==> config.mk <==
export PLATFORM = sky130hd
export DESIGN_NAME = pivi_div
export DESIGN_NICKNAME = d
export VERILOG_FILES = /design/src/hw/rtl/assert_macros.svh /design/src/hw/rtl/pivi_pkg.sv /design/src/hw/rtl/pivi_div.sv
export SDC_FILE = /design/constraint.sdc
export NUM_CORES = 1
export LEC_CHECK = 0
export BUFFER_PORTS_ARGS = -buffer_cell sky130_fd_sc_hd__buf_2
export CAP_MARGIN = 20
export CORE_MARGIN = 3
export CORE_UTILIZATION = 50
export DETAILED_ROUTE_END_ITERATION = 12
export HOLD_SLACK_MARGIN = 0.08
export PLACE_DENSITY = 0.81
export SETUP_SLACK_MARGIN = 0.05
export SLEW_MARGIN = 5
export SYNTH_ARGS = -nofsm -noshare
export SYNTH_HDL_FRONTEND = slang
export SYNTH_SLANG_ARGS = --single-unit
==> constraint.sdc <==
create_clock -name clk -period 3.65 [get_ports clk]
set_input_delay 0.365 -clock clk [delete_from_list [all_inputs] [get_ports clk]]
set_output_delay 0.365 -clock clk [all_outputs]
set_load 0.05 [all_outputs]
==> src/hw/rtl/assert_macros.svh <==
// ----------------------------------------------------------------------------
// assert_macros.svh
// assertion helper macros used by the controller unit
// ----------------------------------------------------------------------------
`ifndef ASSERT_MACROS_SVH
`define ASSERT_MACROS_SVH

// clocked property with asynchronous active-low reset
`define ASSERT_CLK(label, clk, rst_n, prop, msg) \
	label: assert property (@(posedge clk) disable iff (!rst_n) prop) else $error(msg);

// property that must hold at every clock edge out of reset
`define ASSERT_ALWAYS(label, clk, rst_n, prop, msg) \
	`ASSERT_CLK(label, clk, rst_n, prop, msg)

`endif

==> src/hw/rtl/pivi_pkg.sv <==
// ----------------------------------------------------------------------------
// pivi_pkg
// types, constants and helpers of the incremental pi controller
// ----------------------------------------------------------------------------
package pivi_pkg;

	localparam int DIV_NW = 48;
	localparam int DIV_DW = 33;
	localparam int DIV_CW = 6;

	localparam logic [2:0] REG_SETPOINT  = 3'd0;
	localparam logic [2:0] REG_OUT_MIN   = 3'd1;
	localparam logic [2:0] REG_OUT_MAX   = 3'd2;
	localparam logic [2:0] REG_GAIN_PROP = 3'd3;
	localparam logic [2:0] REG_GAIN_INT  = 3'd4;

	localparam logic signed [51:0] SAT_MAX = 52'sd2147483647;
	localparam logic signed [51:0] SAT_MIN = -52'sd2147483648;

	localparam logic [16:0] FACTOR_ONE = 17'd65536;

	// reciprocal of 5 scaled by 2^34, exact for every 32-bit operand
	localparam logic [31:0] DIV5_MAGIC = 32'hCCCCCCCD;

	typedef enum logic [3:0] {
		ST_IDLE,
		ST_PREP,
		ST_SPAN,
		ST_DBAND,
		ST_FACTOR,
		ST_F_GO,
		ST_F_WAIT,
		ST_MUL_P,
		ST_MUL_T,
		ST_MUL_I,
		ST_FIN
	} state_t;

	typedef struct packed {
		logic busy;
		logic done;
	} div_stat_t;

	function automatic logic signed [31:0] sat32(input logic signed [51:0] v);
		logic signed [31:0] r;
		if (v > SAT_MAX) r = 32'sh7FFFFFFF;
		else if (v < SAT_MIN) r = 32'sh80000000;
		else r = v[31:0];
		return r;
	endfunction

	function automatic logic [29:0] div5(input logic [31:0] x);
		logic [63:0] prod;
		prod = {32'd0, x} * {32'd0, DIV5_MAGIC};
		return prod[63:34];
	endfunction

endpackage

==> src/hw/rtl/pivi_div.sv <==
// ----------------------------------------------------------------------------
// pivi_div
// restoring unsigned divider, one quotient bit per cycle
// ----------------------------------------------------------------------------
module pivi_div
	import pivi_pkg::*;
(
	input  logic              clk,
	input  logic              arst_n,
	input  logic              start,
	input  logic [DIV_NW-1:0] dividend,
	input  logic [DIV_DW-1:0] divisor,
	output logic [DIV_NW-1:0] quot,
	output div_stat_t         stat
);

	logic [DIV_CW-1:0] cnt_q;
	logic              busy_q;
	logic              done_q;
	logic [DIV_NW-1:0] num_q;
	logic [DIV_DW:0]   rem_q;
	logic [DIV_DW-1:0] den_q;
	logic [DIV_DW:0]   trial;
	logic              fits;

	assign trial = {rem_q[DIV_DW-1:0], num_q[DIV_NW-1]};
	assign fits  = trial >= {1'b0, den_q};

	always_ff @(posedge clk or negedge arst_n) begin
		if (!arst_n) begin
			cnt_q  <= '0;
			busy_q <= 1'b0;
			done_q <= 1'b0;
		end else begin
			done_q <= 1'b0;
			if (start) begin
				cnt_q  <= DIV_CW'(DIV_NW);
				busy_q <= 1'b1;
			end else if (busy_q) begin
				cnt_q <= cnt_q - 1'b1;
				if (cnt_q == DIV_CW'(1)) begin
					busy_q <= 1'b0;
					done_q <= 1'b1;
				end
			end
		end
	end

	always_ff @(posedge clk) begin
		if (start) begin
			num_q <= dividend;
			rem_q <= '0;
			den_q <= divisor;
		end else if (busy_q) begin
			rem_q <= fits ? trial - {1'b0, den_q} : trial;
			num_q <= {num_q[DIV_NW-2:0], fits};
		end
	end

	assign quot      = num_q;
	assign stat.busy = busy_q;
	assign stat.done = done_q;

endmodule

==> flow_summary.json <==
{
  "ys.flop_type": "edfxtp_1",
  "cts_tree": "yes",
  "rr_endpoint": "rem_q[15]",
  "cts_htree_levels": 4,
  "dp_slack_ps": 209,
  "netlist_instances": 638,
  "maxSlewViolCount": 0,
  "final-hold-violation-count": 0,
  "dieArea_um2": 15000,
  "cts_root_buf": "clkbuf_16",
  "worstHoldPathType": "in -> reg",
  "synth_warnings": 0,
  "p_per_area_nw_per_um2": 483,
  "synth_nets": 758,
  "synthSimpleGateAreaFrac_pct": 10.9,
  "synthDistinctLibCells": 60,
  "area_growth_pct": 20.0,
  "setup_viol": 0,
  "r2r_setup_slack_ps": 270,
  "cts.sink_count": 122,
  "end_kind": "flip-flop",
  "antenna_found_initial": 0,
  "relSlewSlack_pct": 37.5,
  "fin_crit_ps": 3380,
  "dpl.hpwl_um": 11500,
  "ant_nets": 0,
  "timing.setup.tns_ps": 0,
  "outcome": "complete, no violations",
  "critPathLaunchType": "flip-flop",
  "wirelength_um": 15900,
  "fin_nets": 882,
  "critical_path.max_fanout": 13,
  "synthTopCellsByArea": "edfxtp_1 (36%), dfxtp_1 (9.7%), mux2_2 (8.1%)",
  "drive_gt1_share_pct": 29.7,
  "arrival_ps": 3700,
  "synthXorXnorAreaFrac_pct": 3.86,
  "critical_path_class": "reg -> reg",
  "yosysTopAreaCellShare_pct": 35.7,
  "synth-adder-area-share_pct": 6.73,
  "num_rows": 41,
  "synth_edf_count": 81,
  "vias": 5248,
  "synth-async-reset-ratio_pct": 6.56,
  "fmax_mhz": 296,
  "grt_pass1_vias": 5396,
  "skew_ps": 11.8,
  "hold_depth": 1,
  "tightest_slew_ps": 938,
  "grt_pass1_wl_um": 26100,
  "first_pass_iters": 4,
  "core_area_um2": 13000,
  "synth.area.mux_share_pct": 10.4,
  "cts_buffers": 17,
  "drc": 0,
  "gp_congestion": 0.898,
  "grt_usage_pct": 22.0,
  "required_ps": 3970,
  "ys_seq_area_share_pct": 48.4,
  "cts_setup_buffers": 0,
  "irDropWorstVdd_mv": 0.343,
  "netlist_area_um2": 6810,
  "min_to": "den_q[15]",
  "clkSlewWorstSetupHoldPaths_ps": 60,
  "regArea_um2": 3290,
  "syn_avg_cell_area_um2": 10.7,
  "yosys-top-cells-count": "edfxtp_1 (81), nor2_1 (53), mux2_2 (49)",
  "r2r-start": "quot[47]",
  "grt_max_degree": 81,
  "wl_per_cell_um": 16.8,
  "synth_compound_area_share_pct": 15.0,
  "synth.most_common_cell": "edfxtp_1",
  "grt.overflow.total": 0,
  "rsz0062_at_grt": "false",
  "drt-initial-drc-count": 376,
  "maxCapViolations": 0,
  "synth_top_family_by_area": "compound AO/OA/AOI/OAI gates",
  "rr_worst_depth": 14,
  "io_buffer_count": 133,
  "chipWidth_um": 123,
  "multi_input_area_um2": 3190,
  "fin_ws_ps": 269,
  "cts_max_path_buffers": 2,
  "synth-seq-cells": 122,
  "synth_top_cell_by_area": "edfxtp_1",
  "p_leak_nw": 3.47,
  "start_util_pct": 52.4,
  "io-pin-count": 134,
  "min_period_over_period_pct": 92.6,
  "fill_cells": 1012,
  "min_from": "divisor[15]",
  "antennaDiodeCount": 0,
  "die_h_um": 123,
  "clk_latency_ps": 420,
  "viasPerCell": 5.55
}
-- cell families (layout without fill, tap and decap cells) --
family                   Yosys count  count (layout)
AND/OR/NAND/NOR                  159             159
AO/OA/AOI/OAI                    147             147
flip-flops                       122             122
buffers and inverters             80             216
multiplexers                      64              64
adder cells (fa/ha/maj)           36              36
XOR/XNOR                          30              30
-- cell usage in the layout (no fill, tap or decap), drive strengths merged, types with 9 or more instances in the layout --
master  count
nor3        9
a211oi     19
a21oi      37
mux2i      14
o21ai      22
clkbuf     18
a21o       12
inv        46
xnor2      21
buf       141
edfxtp     81
xor2        9
dfxtp      33
nor2       53
mux2       50
nand3      13
a311oi     13
nand2b      9
ha         35
nand2      46
-- area by class of cell --
class | count | share of cell area (%)
sequential | 122 | 40.3
multi-input combinational | 436 | 39.0
timing repair buffer | 142 | 9.04
clock buffer | 18 | 5.25
tap | 172 | 2.63
inverter | 43 | 1.98
clock inverter | 13 | 1.75
-- worst max-delay path, stage by stage, from the launching register on --
cell      delay [ps]
edfxtp_1         370
inv_1             90
ha_1             170
inv_1             50
fa_1             390
a21o_1           230
a221oi_4         340
o211ai_2         150
a21oi_2          200
o211ai_1         100
a21o_1           220
and2_2           300
buf_4            240
mux2i_1          140
a211oi_1         280
-- stage by stage --
| stage | total power, W | cell area [um^2] | std cells | utilization, % | hold WS [ps] |
|---|---|---|---|---|---|
| final | 0.00395 | 8170 | 946 | 63.0 | 112 |
| after global routing | 0.00409 | 8170 | 946 | 63.0 | 98.6 |
| after CTS | 0.00397 | 8170 | 946 | 62.9 | 99.7 |
| after detailed placement | 0.00232 | 7590 | 914 | 58.5 | 216 |
| after global placement | 0.00230 | 7590 | 914 | 58.5 | 208 |
| after floorplan | 0.00214 | 6810 | 638 | - | 69.4 |
-- repair_timing --
item	in CTS	in global routing
hold buffers	1	0
setup endpoints to repair	0	6
resized for setup	0	1
endpoints found under the hold margin	8	0
-- how the worst max path moves through the flow --
stage                     startpoint         to  slack, ps  cells past startpoint
after global placement      quot[47]  rem_q[18]        350                     14
after floorplan             quot[47]    quot[0]        230                     14
after CTS                   quot[47]  rem_q[15]        210                     14
after global routing        quot[47]  rem_q[16]         50                     14
after detailed placement    quot[47]  rem_q[15]        210                     14
final                       quot[47]  rem_q[15]        270                     14
-- sequential cells by signal, indices dropped and copies added (netlist names) --
signal  count
quot       48
den_q      33
rem_q      33
cnt_q       6
done_q      1
busy_q      1
-- per-layer routing --
layer	routed length, um	global-route usage [%]
met1	6630	26.5
met2	8030	37.5
met3	853	5.53
met4	366	9.24
met5	0	0
-- power breakdown --
| part | total (W) | switching (W) | internal [W] | leakage (nW) |
|---|---|---|---|---|
| clock network | 0.00164 | 0.000639 | 0.00100 | 0.267 |
| logic | 0.000652 | 0.000428 | 0.000223 | 2.01 |
| registers | 0.00165 | 0.0000599 | 0.00159 | 1.19 |
Power figures use the tool's default switching activity.
